--- src/sv/rfr_pkg.sv ---
package rfr_pkg;

    // Default number of fraction bits in the levels and in the step
    localparam int FRACTION_BITS_DEF = 16;

    // Colour channels, in the order red, green, blue, alpha
    localparam int NUM_CHAN = 4;
    localparam int CHAN_W   = 8;

    // Configuration port
    localparam int CFG_IDX_W  = 3;
    localparam int CFG_DATA_W = 16;

    localparam logic [CFG_IDX_W-1:0] REG_TARGET_RED   = 3'd0;
    localparam logic [CFG_IDX_W-1:0] REG_TARGET_GREEN = 3'd1;
    localparam logic [CFG_IDX_W-1:0] REG_TARGET_BLUE  = 3'd2;
    localparam logic [CFG_IDX_W-1:0] REG_TARGET_ALPHA = 3'd3;
    localparam logic [CFG_IDX_W-1:0] REG_DURATION     = 3'd4;

    // Channel slots in the level and target arrays
    localparam logic [1:0] CH_RED   = 2'd0;
    localparam logic [1:0] CH_GREEN = 2'd1;
    localparam logic [1:0] CH_BLUE  = 2'd2;
    localparam logic [1:0] CH_ALPHA = 2'd3;

    // Operation codes carried in tuser
    localparam logic OP_START = 1'b0;
    localparam logic OP_TICK  = 1'b1;

    // Stream widths
    localparam int IN_DATA_W  = 40;
    localparam int OUT_DATA_W = 40;

    // Sequencer states
    typedef enum logic [2:0] {
        ST_IDLE,
        ST_MAXD,
        ST_STEP,
        ST_DIV_START,
        ST_ELAPSED,
        ST_DIV_TICK,
        ST_MOVE,
        ST_FINISH
    } state_t;

endpackage

--- src/sv/rfr_div.sv ---
module rfr_div
    import rfr_pkg::*;
#(
    parameter int N  = 48,
    parameter int S  = 32,
    parameter int CW = 6
)
(
    input  logic         clk,
    input  logic         rst_n,
    input  logic         start,
    input  logic [N-1:0] dividend,
    input  logic [S-1:0] rem_init,
    input  logic [S-1:0] divisor,
    input  logic [CW-1:0] steps,
    output logic         done,
    output logic [N-1:0] quotient
);

    logic          busy_reg, busy_next;
    logic          done_reg, done_next;
    logic [CW-1:0] count_reg, count_next;
    logic [S-1:0]  rem_reg, rem_next;
    logic [S-1:0]  dsr_reg, dsr_next;
    logic [N-1:0]  dvd_reg, dvd_next;
    logic [S:0]    trial;
    logic [S:0]    diff;

    // One restoring step: shift in the next dividend bit and try the divisor.
    // Quotient bits enter the dividend register from the bottom.
    always_comb
    begin
        trial      = {rem_reg, dvd_reg[N-1]};
        diff       = trial - {1'b0, dsr_reg};
        busy_next  = busy_reg;
        done_next  = 1'b0;
        count_next = count_reg;
        rem_next   = rem_reg;
        dsr_next   = dsr_reg;
        dvd_next   = dvd_reg;
        if (start)
        begin
            busy_next  = 1'b1;
            count_next = steps;
            rem_next   = rem_init;
            dsr_next   = divisor;
            dvd_next   = dividend;
        end
        else if (busy_reg)
        begin
            if (!diff[S])
            begin
                rem_next = diff[S-1:0];
                dvd_next = {dvd_reg[N-2:0], 1'b1};
            end
            else
            begin
                rem_next = trial[S-1:0];
                dvd_next = {dvd_reg[N-2:0], 1'b0};
            end
            count_next = count_reg - 1'b1;
            if (count_reg == CW'(1))
            begin
                busy_next = 1'b0;
                done_next = 1'b1;
            end
        end
    end

    always_ff @(posedge clk or negedge rst_n)
    begin
        if (!rst_n)
        begin
            busy_reg  <= 1'b0;
            done_reg  <= 1'b0;
            count_reg <= '0;
        end
        else
        begin
            busy_reg  <= busy_next;
            done_reg  <= done_next;
            count_reg <= count_next;
        end
    end

    always_ff @(posedge clk)
    begin
        rem_reg <= rem_next;
        dsr_reg <= dsr_next;
        dvd_reg <= dvd_next;
    end

    assign done     = done_reg;
    assign quotient = dvd_reg;

endmodule

--- src/sv/rfr_lane.sv ---
module rfr_lane
    import rfr_pkg::*;
#(
    parameter int FRACTION_BITS = FRACTION_BITS_DEF
)
(
    input  logic [CHAN_W+FRACTION_BITS-1:0] level,
    input  logic [CHAN_W-1:0]               target,
    input  logic [CHAN_W+FRACTION_BITS:0]   delta,
    output logic [CHAN_W+FRACTION_BITS-1:0] diff,
    output logic [CHAN_W+FRACTION_BITS-1:0] moved
);

    localparam int L = CHAN_W + FRACTION_BITS;

    logic [L-1:0] tgt;
    logic         below;
    logic         above;
    logic [L:0]   sum;

    // Distance from the level to the target, and the level moved toward the
    // target by delta, clamped so that it never overshoots.
    always_comb
    begin
        tgt   = L'(target) << FRACTION_BITS;
        below = level < tgt;
        above = level > tgt;
        diff  = below ? (tgt - level) : (level - tgt);
        sum   = {1'b0, level} + delta;
        moved = level;
        if (below)
        begin
            moved = (sum > {1'b0, tgt}) ? tgt : sum[L-1:0];
        end
        else if (above)
        begin
            moved = (delta >= {1'b0, diff}) ? tgt : (level - delta[L-1:0]);
        end
    end

endmodule

--- src/sv/rgba_fade_ramp.sv ---
// A start transaction and a tick on a running fade may use the shared restoring divider,
// which yields one quotient bit a cycle; any other tick does not. One item is worked on at
// a time, and the next is taken once the result sits in the output register. rst_n clears
// all levels, targets, the duration, the step, the recorded time and both flags at once.
module rgba_fade_ramp
    import rfr_pkg::*;
#(
    parameter int FRACTION_BITS = FRACTION_BITS_DEF
)
(
    input  logic                  clk,
    input  logic                  rst_n,
    // Input stream
    input  logic                  s_tvalid,
    output logic                  s_tready,
    input  logic [IN_DATA_W-1:0]  s_tdata,  // now_ms[31:0], paused[32], zero pad
    input  logic                  s_tuser,  // operation
    // Result stream
    output logic                  m_tvalid,
    input  logic                  m_tready,
    output logic [OUT_DATA_W-1:0] m_tdata,  // red_out, green_out, blue_out, alpha_out,
                                            // fading[32], overlay_visible[33], zero pad
    // Configuration writes
    input  logic                  cfg_wr_en,
    input  logic [CFG_IDX_W-1:0]  cfg_index,
    input  logic [CFG_DATA_W-1:0] cfg_data
);

    localparam int L  = CHAN_W + FRACTION_BITS;
    localparam int S  = 16 + FRACTION_BITS;
    localparam int N  = 16 + 2 * FRACTION_BITS;
    localparam int CW = $clog2(N + 1);

    state_t        state_reg, state_next;
    logic [L-1:0]  level_reg [NUM_CHAN];
    logic [L-1:0]  level_next [NUM_CHAN];
    logic [CHAN_W-1:0] target_reg [NUM_CHAN];
    logic [CHAN_W-1:0] target_next [NUM_CHAN];
    logic [15:0]   duration_reg, duration_next;
    logic [S-1:0]  step_reg, step_next;
    logic [31:0]   last_time_reg, last_time_next;
    logic          fade_active_reg, fade_active_next;
    logic          overlay_shown_reg, overlay_shown_next;
    logic [1:0]    idx_reg, idx_next;
    logic          m_tvalid_reg, m_tvalid_next;

    // Per-item working registers
    logic                  op_reg, op_next;
    logic [31:0]           now_reg, now_next;
    logic                  visible_reg, visible_next;
    logic [L-1:0]          maxd_reg, maxd_next;
    logic [L:0]            delta_reg, delta_next;
    logic [OUT_DATA_W-1:0] m_tdata_reg, m_tdata_next;

    // Shared lane and divider hookup
    logic [L-1:0]  lane_diff;
    logic [L-1:0]  lane_moved;
    logic          div_start;
    logic [N-1:0]  div_dividend;
    logic [S-1:0]  div_rem_init;
    logic [S-1:0]  div_divisor;
    logic [CW-1:0] div_steps;
    logic          div_done;
    logic [N-1:0]  div_quotient;

    logic          in_fire;
    logic          out_free;
    logic [31:0]   elapsed;
    logic [S-1:0]  elapsed_high;
    logic          all_reached;

    rfr_lane #(
        .FRACTION_BITS(FRACTION_BITS)
    ) u_lane (
        .level (level_reg[idx_reg]),
        .target(target_reg[idx_reg]),
        .delta (delta_reg),
        .diff  (lane_diff),
        .moved (lane_moved)
    );

    rfr_div #(
        .N (N),
        .S (S),
        .CW(CW)
    ) u_div (
        .clk     (clk),
        .rst_n   (rst_n),
        .start   (div_start),
        .dividend(div_dividend),
        .rem_init(div_rem_init),
        .divisor (div_divisor),
        .steps   (div_steps),
        .done    (div_done),
        .quotient(div_quotient)
    );

    assign in_fire  = s_tvalid && s_tready;
    assign out_free = !m_tvalid_reg || m_tready;
    assign s_tready = (state_reg == ST_IDLE);
    assign m_tvalid = m_tvalid_reg;
    assign m_tdata  = m_tdata_reg;

    // Elapsed time and the part of the scaled elapsed time that lies above the
    // quotient width; if that part reaches the step, the delta saturates.
    assign elapsed      = now_reg - last_time_reg;
    assign elapsed_high = S'(elapsed[23:0]) << (FRACTION_BITS - 8);

    assign all_reached =
        (level_next[CH_RED][L-1:FRACTION_BITS]   == target_reg[CH_RED])   &&
        (level_next[CH_GREEN][L-1:FRACTION_BITS] == target_reg[CH_GREEN]) &&
        (level_next[CH_BLUE][L-1:FRACTION_BITS]  == target_reg[CH_BLUE])  &&
        (level_next[CH_ALPHA][L-1:FRACTION_BITS] == target_reg[CH_ALPHA]);

    // Sequencer: next state and all register updates
    always_comb
    begin
        state_next         = state_reg;
        level_next         = level_reg;
        target_next        = target_reg;
        duration_next      = duration_reg;
        step_next          = step_reg;
        last_time_next     = last_time_reg;
        fade_active_next   = fade_active_reg;
        overlay_shown_next = overlay_shown_reg;
        idx_next           = idx_reg;
        m_tvalid_next      = m_tvalid_reg;
        op_next            = op_reg;
        now_next           = now_reg;
        visible_next       = visible_reg;
        maxd_next          = maxd_reg;
        delta_next         = delta_reg;
        m_tdata_next       = m_tdata_reg;
        div_start          = 1'b0;
        div_dividend       = '0;
        div_rem_init       = '0;
        div_divisor        = step_reg;
        div_steps          = CW'(L);

        if (m_tvalid_reg && m_tready)
        begin
            m_tvalid_next = 1'b0;
        end

        // Configuration writes
        if (cfg_wr_en)
        begin
            unique case (cfg_index)
                REG_TARGET_RED:   target_next[CH_RED]   = cfg_data[CHAN_W-1:0];
                REG_TARGET_GREEN: target_next[CH_GREEN] = cfg_data[CHAN_W-1:0];
                REG_TARGET_BLUE:  target_next[CH_BLUE]  = cfg_data[CHAN_W-1:0];
                REG_TARGET_ALPHA: target_next[CH_ALPHA] = cfg_data[CHAN_W-1:0];
                REG_DURATION:     duration_next         = cfg_data;
                default:          ;
            endcase
        end

        unique case (state_reg)
            ST_IDLE:
            begin
                if (in_fire)
                begin
                    op_next  = s_tuser;
                    now_next = s_tdata[31:0];
                    idx_next = '0;
                    if (s_tuser == OP_START)
                    begin
                        // A hidden overlay starts its colour from black
                        if (level_reg[CH_ALPHA][L-1:FRACTION_BITS] == '0)
                        begin
                            level_next[CH_RED]   = '0;
                            level_next[CH_GREEN] = '0;
                            level_next[CH_BLUE]  = '0;
                        end
                        last_time_next   = s_tdata[31:0];
                        fade_active_next = 1'b1;
                        visible_next     = 1'b1;
                        maxd_next        = '0;
                        state_next       = ST_MAXD;
                    end
                    else
                    begin
                        visible_next = fade_active_reg || overlay_shown_reg;
                        if (!fade_active_reg)
                        begin
                            state_next = ST_FINISH;
                        end
                        else
                        begin
                            overlay_shown_next = 1'b1;
                            if (s_tdata[32])
                            begin
                                last_time_next = s_tdata[31:0];
                            end
                            if (step_reg == '0)
                            begin
                                for (int i = 0; i < NUM_CHAN; i++)
                                begin
                                    level_next[i] = L'(target_reg[i]) << FRACTION_BITS;
                                end
                                state_next = ST_FINISH;
                            end
                            else
                            begin
                                state_next = ST_ELAPSED;
                            end
                        end
                    end
                end
            end

            // Largest channel distance, one channel a cycle
            ST_MAXD:
            begin
                if (lane_diff > maxd_reg)
                begin
                    maxd_next = lane_diff;
                end
                idx_next = idx_reg + 1'b1;
                if (idx_reg == CH_ALPHA)
                begin
                    state_next = ST_STEP;
                end
            end

            // Step = (duration << 2*FRACTION_BITS) / distance; 0 for distance under 1.0
            ST_STEP:
            begin
                if (maxd_reg[L-1:FRACTION_BITS] != '0)
                begin
                    div_start    = 1'b1;
                    div_dividend = N'(duration_reg) << (2 * FRACTION_BITS);
                    div_rem_init = '0;
                    div_divisor  = S'(maxd_reg);
                    div_steps    = CW'(N);
                    state_next   = ST_DIV_START;
                end
                else
                begin
                    step_next  = '0;
                    state_next = ST_FINISH;
                end
            end

            ST_DIV_START:
            begin
                if (div_done)
                begin
                    step_next  = div_quotient[S-1:0];
                    state_next = ST_FINISH;
                end
            end

            // Saturate a long gap at one full range, else divide
            ST_ELAPSED:
            begin
                idx_next = '0;
                if (elapsed[31:24] != '0 || elapsed_high >= step_reg)
                begin
                    delta_next = (L + 1)'(1) << L;
                    state_next = ST_MOVE;
                end
                else
                begin
                    div_start    = 1'b1;
                    div_dividend = '0;
                    div_rem_init = elapsed_high;
                    div_divisor  = step_reg;
                    div_steps    = CW'(L);
                    state_next   = ST_DIV_TICK;
                end
            end

            ST_DIV_TICK:
            begin
                if (div_done)
                begin
                    delta_next = {1'b0, div_quotient[L-1:0]};
                    if (div_quotient[L-1:0] == '0)
                    begin
                        state_next = ST_FINISH;
                    end
                    else
                    begin
                        state_next = ST_MOVE;
                    end
                end
            end

            // Advance one channel a cycle toward its target
            ST_MOVE:
            begin
                level_next[idx_reg] = lane_moved;
                idx_next            = idx_reg + 1'b1;
                if (idx_reg == CH_ALPHA)
                begin
                    last_time_next = now_reg;
                    state_next     = ST_FINISH;
                end
            end

            // Flag updates and the result, once the output register is free
            ST_FINISH:
            begin
                if (out_free)
                begin
                    if (op_reg == OP_TICK)
                    begin
                        if (overlay_shown_reg && !fade_active_reg &&
                            level_reg[CH_ALPHA][L-1:FRACTION_BITS] == '0)
                        begin
                            overlay_shown_next = 1'b0;
                        end
                        if (fade_active_reg && all_reached)
                        begin
                            fade_active_next = 1'b0;
                        end
                    end
                    m_tdata_next = {6'b0, visible_reg, fade_active_next,
                                    level_reg[CH_ALPHA][L-1:FRACTION_BITS],
                                    level_reg[CH_BLUE][L-1:FRACTION_BITS],
                                    level_reg[CH_GREEN][L-1:FRACTION_BITS],
                                    level_reg[CH_RED][L-1:FRACTION_BITS]};
                    m_tvalid_next = 1'b1;
                    state_next    = ST_IDLE;
                end
            end

            default:
            begin
                state_next = ST_IDLE;
            end
        endcase
    end

    // State register
    always_ff @(posedge clk or negedge rst_n)
    begin
        if (!rst_n)
        begin
            state_reg <= ST_IDLE;
        end
        else
        begin
            state_reg <= state_next;
        end
    end

    // Fade state, targets and control
    always_ff @(posedge clk or negedge rst_n)
    begin
        if (!rst_n)
        begin
            for (int i = 0; i < NUM_CHAN; i++)
            begin
                level_reg[i]  <= '0;
                target_reg[i] <= '0;
            end
            duration_reg      <= '0;
            step_reg          <= '0;
            last_time_reg     <= '0;
            fade_active_reg   <= 1'b0;
            overlay_shown_reg <= 1'b0;
            idx_reg           <= '0;
            m_tvalid_reg      <= 1'b0;
        end
        else
        begin
            level_reg         <= level_next;
            target_reg        <= target_next;
            duration_reg      <= duration_next;
            step_reg          <= step_next;
            last_time_reg     <= last_time_next;
            fade_active_reg   <= fade_active_next;
            overlay_shown_reg <= overlay_shown_next;
            idx_reg           <= idx_next;
            m_tvalid_reg      <= m_tvalid_next;
        end
    end

    // Working values of the item in flight and the result payload
    always_ff @(posedge clk)
    begin
        op_reg      <= op_next;
        now_reg     <= now_next;
        visible_reg <= visible_next;
        maxd_reg    <= maxd_next;
        delta_reg   <= delta_next;
        m_tdata_reg <= m_tdata_next;
    end

endmodule
--- config.mk ---
export PLATFORM = sky130hd
export DESIGN_NAME = rgba_fade_ramp
export DESIGN_NICKNAME = d
export VERILOG_FILES = /design/src/sv/rfr_pkg.sv /design/src/sv/rfr_div.sv /design/src/sv/rfr_lane.sv /design/src/sv/rgba_fade_ramp.sv
export SDC_FILE = /design/constraint.sdc
export NUM_CORES = 1
export LEC_CHECK = 0
export ABC_AREA = 1
export BUFFER_PORTS_ARGS = -buffer_cell sky130_fd_sc_hd__buf_2
export CAP_MARGIN = 40
export CORE_MARGIN = 2
export CORE_UTILIZATION = 60
export DETAILED_ROUTE_END_ITERATION = 10
export PLACE_DENSITY = 0.78
export SETUP_SLACK_MARGIN = 0.15
export SYNTH_ARGS = -nofsm -noshare
export SYNTH_HDL_FRONTEND = slang
export SYNTH_SLANG_ARGS = --single-unit
export TNS_END_PERCENT = 10
--- constraint.sdc ---
create_clock -name clk -period 13.15 [get_ports clk]
set_clock_uncertainty 0.2 [all_clocks]
set_input_delay 0.6575 -clock clk [delete_from_list [all_inputs] [get_ports clk]]
set_output_delay 0.6575 -clock clk [all_outputs]
set_load 0.01 [all_outputs]
# After elaboration in Yosys (flattened, before gate mapping)
# Index checks and enable logic that the tools add are counted.
[word_totals] output_inout_bits=42 ff_bits=453 input_bits=65 word_cells=224
[op_classes] eq_ne=36 n_lt_le_gt_ge=8 reduce_logical=46 bitwise_logic=1 n_addsub=8 muxes=93
[op_table] operator="$mux 32" count=14
[op_table] operator="$mux 24" count=12
[op_table] operator="$mux 96" count=3
[op_table] operator="$mux 48" count=4
[op_table] operator="$pmux 96 s2" count=1
[op_table] operator="$mux 72" count=2
[op_table] operator="$pmux 32 s2" count=2
[op_table] operator="$bwmux 96" count=1
[op_table] operator="$sub 24x24->24" count=3
[op_table] operator="$mux 25" count=2
[op_table] operator="$pmux 25 s2" count=1
[op_table] operator="$bmux 24 s2" count=1
[op_table] operator="$demux 24 s2" count=1
[op_table] operator="$gt 24x24->1" count=2
[op_table] operator="$pmux 24 s2" count=1
[op_table] operator="$sub 33x32->33" count=1
[op_table] operator="$eq 8x8->1" count=4
[op_table] operator="$ge 32x32->1" count=1
[op_table] operator="$logic_not 32->1" count=1
[op_table] operator="$sub 32x32->32" count=1
[op_table] operator="$mux 3" count=9
[op_table] operator="$add 24x25->25" count=1
[op_table] operator="$ge 25x24->1" count=1
[op_table] operator="$gt 25x24->1" count=1
[op_table] operator="other kinds (40)" count=122

# Longest topological paths before layout
[depth] word_depth=21 depth_mapped=51 mapped_depth_nobuf=47

# By module
# From an unflattened synthesis, not the netlist that was laid out.
[hier_totals] cells_unflattened=4725 area_unflattened_um2=33613.5
[modules_own_cells] module="rgba_fade_ramp" n_inst=1 area_each_um2=19601.3 seq_area_each_um2=8918.6 cells_each=2558
[modules_own_cells] module="rfr_div" n_inst=1 area_each_um2=8065.2 seq_area_each_um2=3563.4 cells_each=1110
[modules_own_cells] module="rfr_lane" n_inst=1 area_each_um2=5947.0 seq_area_each_um2=0.0 cells_each=1057

# Worst setup path before layout
# OpenSTA, ideal clock, no wires.
[synth_timing] kind="reg-to-reg" start="register now_reg[0]" end="register delta_reg[0], enable pin" required_ns=12.480 path_buffers=0 path_stages_with_launch=28 synth_period_minus_slack_ns=6.594 arrival_time_ns=5.924 slack_ns=6.556 cell_sequence="edfxtp_1 inv_1 ha_1 inv_1 fa_1 nand3_1 nand2_1 nand2_1 o211ai_1 a21boi_1 o21ai_1 a21boi_1 o21ai_1 a21boi_1 o21bai_1 xor2_1 ha_1 nand2_1 inv_1 nand3_1 nor3_1 o21ai_0 nand3_1 o21bai_1 nor4_1 nand3_1 inv_2 nor4_1"
[synth_via] elab_chain_len=5
[synth_rtl] element="from (decl)" line="rgba_fade_ramp.sv:49" rtl="logic [31:0] now_reg, now_next;"
[synth_rtl] element="from (signal assigned)" line="rgba_fade_ramp.sv:385" rtl="now_reg <= now_next;"
[synth_rtl] element="$sub 32x32->32 *" line="rgba_fade_ramp.sv:106" rtl="assign elapsed = now_reg - last_time_reg;"
[synth_rtl] element="$ge 32x32->1 / $reduce_bool 8->1 (equally long branches)" line="rgba_fade_ramp.sv:258" rtl="if (elapsed[31:24] != '0 || elapsed_high >= step_reg)"
[synth_rtl] element="$logic_or 1x1->1 *" line="rgba_fade_ramp.sv:258"
[synth_rtl] element="$ne 2x2->1 (no line) *"
[synth_rtl] element="$reduce_and 3->1 (no line) *"
[synth_rtl] element="to (signal assigned)" line="rgba_fade_ramp.sv:388" rtl="delta_reg <= delta_next;"
[synth_rtl] element="to (decl)" line="rgba_fade_ramp.sv:52" rtl="logic [L:0] delta_reg, delta_next;"
# Every way passes the cells marked *; elsewhere a longest branch is shown, timed or not.
# A chain may end at the register's enable or synchronous reset.

# Worst setup path in the final report
[layout_timing] start="register idx_reg[0]" end="register m_tdata_reg[32], in the netlist m_tdata[32] (data pin)"
[layout_via] elab_chain_len=19
[layout_rtl] element="from (decl)" line="rgba_fade_ramp.sv:44" rtl="logic [1:0] idx_reg, idx_next;"
[layout_rtl] element="from (signal assigned)" line="rgba_fade_ramp.sv:376" rtl="idx_reg <= idx_next;"
[layout_rtl] element="$not 2->3 (implied by the code) *" line="rgba_fade_ramp.sv:75, rgba_fade_ramp.sv:76"
[layout_rtl] element="$bmux 24 s2 / $bmux 8 s2 (equally long branches)" line="rgba_fade_ramp.sv:75, rgba_fade_ramp.sv:76"
[layout_rtl] element="$mux 24 (implied by the code) / $mux 8 (equally long branches) (2 in a row)" line="rgba_fade_ramp.sv:75, rgba_fade_ramp.sv:76"
[layout_rtl] element="$sub 24x24->24 / $lt 24x24->1 (equally long branches)" line="rfr_lane.sv:28, rfr_lane.sv:26"
[layout_rtl] element="$mux 24 *" line="rfr_lane.sv:28" rtl="diff = below ? (tgt - level) : (level - tgt);"
[layout_rtl] element="named net lane_diff[21]" line="rgba_fade_ramp.sv:56" rtl="logic [L-1:0] lane_diff;"
[layout_rtl] element="$ge 25x24->1 *" line="rfr_lane.sv:37" rtl="moved = (delta >= {1'b0, diff}) ? tgt : (level - delta[L-1:0]);"
[layout_rtl] element="$mux 24 *" line="rfr_lane.sv:37"
[layout_rtl] element="[... 3 more ...]"
[layout_rtl] element="$pmux 96 s2 *" line="rgba_fade_ramp.sv:158" rtl="unique case (state_reg)"
[layout_rtl] element="$eq 8x8->1 (on tied branches)" line="rgba_fade_ramp.sv:110, rgba_fade_ramp.sv:111"
[layout_rtl] element="$logic_and 1x1->1" line="rgba_fade_ramp.sv:110" rtl="(level_next[CH_RED][L-1:FRACTION_BITS] == target_reg[CH_RED]) &&"
[layout_rtl] element="$logic_and 1x1->1" line="rgba_fade_ramp.sv:111" rtl="(level_next[CH_GREEN][L-1:FRACTION_BITS] == target_reg[CH_GREEN]) &&"
[layout_rtl] element="$logic_and 1x1->1 *" line="rgba_fade_ramp.sv:112" rtl="(level_next[CH_BLUE][L-1:FRACTION_BITS] == target_reg[CH_BLUE]) &&"
[layout_rtl] element="$logic_and 1x1->1 *" line="rgba_fade_ramp.sv:314" rtl="if (fade_active_reg && all_reached)"
[layout_rtl] element="$mux 1 *" line="rgba_fade_ramp.sv:314"
[layout_rtl] element="$mux 1 *" line="rgba_fade_ramp.sv:307" rtl="if (op_reg == OP_TICK)"
[layout_rtl] element="to (signal assigned)" line="rgba_fade_ramp.sv:389" rtl="m_tdata_reg <= m_tdata_next;"
[layout_rtl] element="to (decl)" line="rgba_fade_ramp.sv:53" rtl="logic [OUT_DATA_W-1:0] m_tdata_reg, m_tdata_next;"
# The timed path passes the listed nets; every way through them passes the cells marked *. The select of a mux whose other input is x is not followed.

==> impl_metrics.toml <==
[cells_and_area]
largest_register_ffs = 96
nets = 4172
fillerInstances = 4172
layout_common_cells = "nand2_1 (936), inv_1 (501), o21ai_0 (346)"
multi_input_comb_area_um2 = 14990
register_area_um2 = 12480
drive_above_1_share_pct = 8.232
layout_commonest_cell = "nand2_1"
syn2layout_area_growth_pct = 9.735

[route]
drtPass1Iterations = 6
ant_nets = 0
wirelength_um = 82240
drt_iter0_drc = 2610
drc = 0
viasPerCell = 5.728
vias = 26400
wl_per_cell_um = 17.84

[grt]
grt_pass1_wl_um = 132800
grt_use_total_pct = 31.58
grt_pass1_vias = 25210
grt_max_degree = 83
grt_antenna_before_repair = 1
grt_remaining_overflow = 0

[cts]
post_cts_buffers = 0
numCtsBuffers = 48
cts-root-buf = "clkbuf_16"
cts_tree = "done"
cts_buffer_depth = 3
clk_latency_ps = 610
clk_pin_slew_ps = 70
clock-sinks = 453
cts-htree-levels = 2

[sta]
slew_headroom_pct = 38.96
period_minus_slack_ps = 9029
finalHoldViolCount = 0
worst_pin_slew_ps = 915.7
max_freq_ghz = 0.1108
setup_viol = 0
setup_tns_ps = 0
min_period_over_period_pct = 68.66
rsz0062_at_grt = "false"
whs_ps = 49.72
slew_violations = 0

[critical_path]
cp_common_cell = "nand2_1"
cp_slowest_stage_delay_ps = 890
crit_buf_inv = 7
cp.arrival_ps = 9200
critPathCaptureType = "flip-flop"
crit_type = "reg -> reg"
cp_max_fo = 52
required_ps = 13320
crit_family = "simple AND/OR/NAND/NOR gates"
slowest_stage = "dfrtp_2"
cp-start-kind = "flip-flop"

[place]
place_hpwl_um = 58580
globalplace.congestion = 0.9829
portBuffers = 93

[synth]
synth_edf_count = 229
ys_warn_count = 0
synth-seq-cells = 453
ys_seq_area_share_pct = 41.54
synth_area_um2 = 30050
synth_cells = 3858
synth_ff_type = "edfxtp_1"
synth.avg_cell_area_um2 = 7.789
synthArstFlopShare_pct = 49.45
yosysUniqueCellTypes = 62

[floorplan]
start_util_pct = 60.39
core_area_um2 = 49760
die_h_um = 227.8
dieArea_um2 = 51890
ios = 107
rows = 82
die_x_um = 227.8

[status]
status = "finished, final reports clean"

[min_path]
min_path_type = "in -> reg"

[run]
drv_cap = 0
[synthesized netlist by cell type (all sizes together), types with 11 or more instances]
cell,number,area share [%]
a211oi,16,0.40
a21o,11,0.27
a21oi,253,4.3
a31oi,12,0.25
a32oi,20,0.58
buf,45,0.93
clkbuf,104,1.3
dfrtp,224,19
edfxtp,229,23
ha,204,8.5
inv,525,6.6
nand2,950,12
nand3,224,3.8
nand4,40,0.85
nor2,293,3.8
nor3,26,0.43
nor4,19,0.40
o211ai,43,1.1
o21ai,369,6.2
o21bai,17,0.42
or2,36,0.75
xnor2,31,0.90
xor2,83,2.4
[kinds of logic (layout without fill, tap and decap cells)]
kind of cell	count (synthesis)	after routing	share of synthesized area, %
other	1	7	0.01248
flip-flops	453	453	41.54
multiplexers	8	8	0.2998
AND/OR/NAND/NOR	1598	1598	22.29
buffers and inverters	682	755	8.898
adder cells (fa/ha/maj)	209	209	8.827
XOR/XNOR	114	114	3.348
AO/OA/AOI/OAI	793	793	14.79
[layer usage]
metal / GRT usage [%] / wire length, µm / vias to the layer above / part of all wire [%]
met4: 11.39 / 2640 / 0 / 3.2
met3: 3.713 / 5282 / 170 / 6.4
met1: 43.26 / 35520 / 12390 / 43
li1: - / - / 12880 / -
met5: 0 / 0 / - / 0
met2: 51.99 / 38810 / 968 / 47
[worst reg2reg max path: cells and delay by family, from the launching register on]
kind	cells	cell delay, ps
DFF	1	890
AOI/OAI and AO/OA	5	1160
buffers and inverters	7	1810
adders and majority gates	3	900
xor gates and xnor gates	1	310
and+or+nand+nor	30	3520
[path summary, 6_finish.rpt]
check | from | to | slack (ps) | cells after the start
worst max-delay path | idx_reg[0]$_DFFE_PN0P_ | m_tdata[32]$_DFFE_PP_ | 4120 | 46
worst min-delay path | s_tdata[28] | now_reg[28]$_DFFE_PP_ | 50 | 1
worst max register to register | idx_reg[0]$_DFFE_PN0P_ | m_tdata[32]$_DFFE_PP_ | 4120 | 46
worst min register to register | visible_reg$_SDFFCE_PN1P_ | m_tdata[33]$_DFFE_PP_ | 230 | 0
max in group asynchronous | rst_n | step_reg[5]$_DFFE_PN0P_ | 11160 | 4
min in group asynchronous | rst_n | target_reg[30]$_DFFE_PN0P_ | 430 | 2
[final cells by class]
type | instances | share of cell area (%)
Tap cell | 672 | 2.550
Sequential cell | 453 | 37.86
Inverter | 533 | 6.075
Antenna cell | 1 | 0.007589
Clock buffer | 58 | 4.007
Multi-Input combinational cell | 2728 | 45.47
Timing Repair Buffer | 134 | 2.785
Clock inverter | 30 | 1.252
[per-stage QoR]
step	area, µm²	worst slack [ps]	std cells	utilization [%]
2_1_floorplan	30070	6556	3863	-
3_3_place_gp	31020	4507	4509	62.34
3_5_place_dp	31230	4420	4519	62.76
4_1_cts	32970	4374	4608	66.26
5_1_grt	32980	3500	4609	66.27
6_report	32980	4121	4609	66.27
[repair_timing]
action                    CTS  global route
resized for setup           0             0
hold endpoints to repair   80             0
hold buffers                1             0
Power is left out: the tool's default activity adds up to more than one toggle a clock period on the data nets, which glitch-free logic cannot reach.
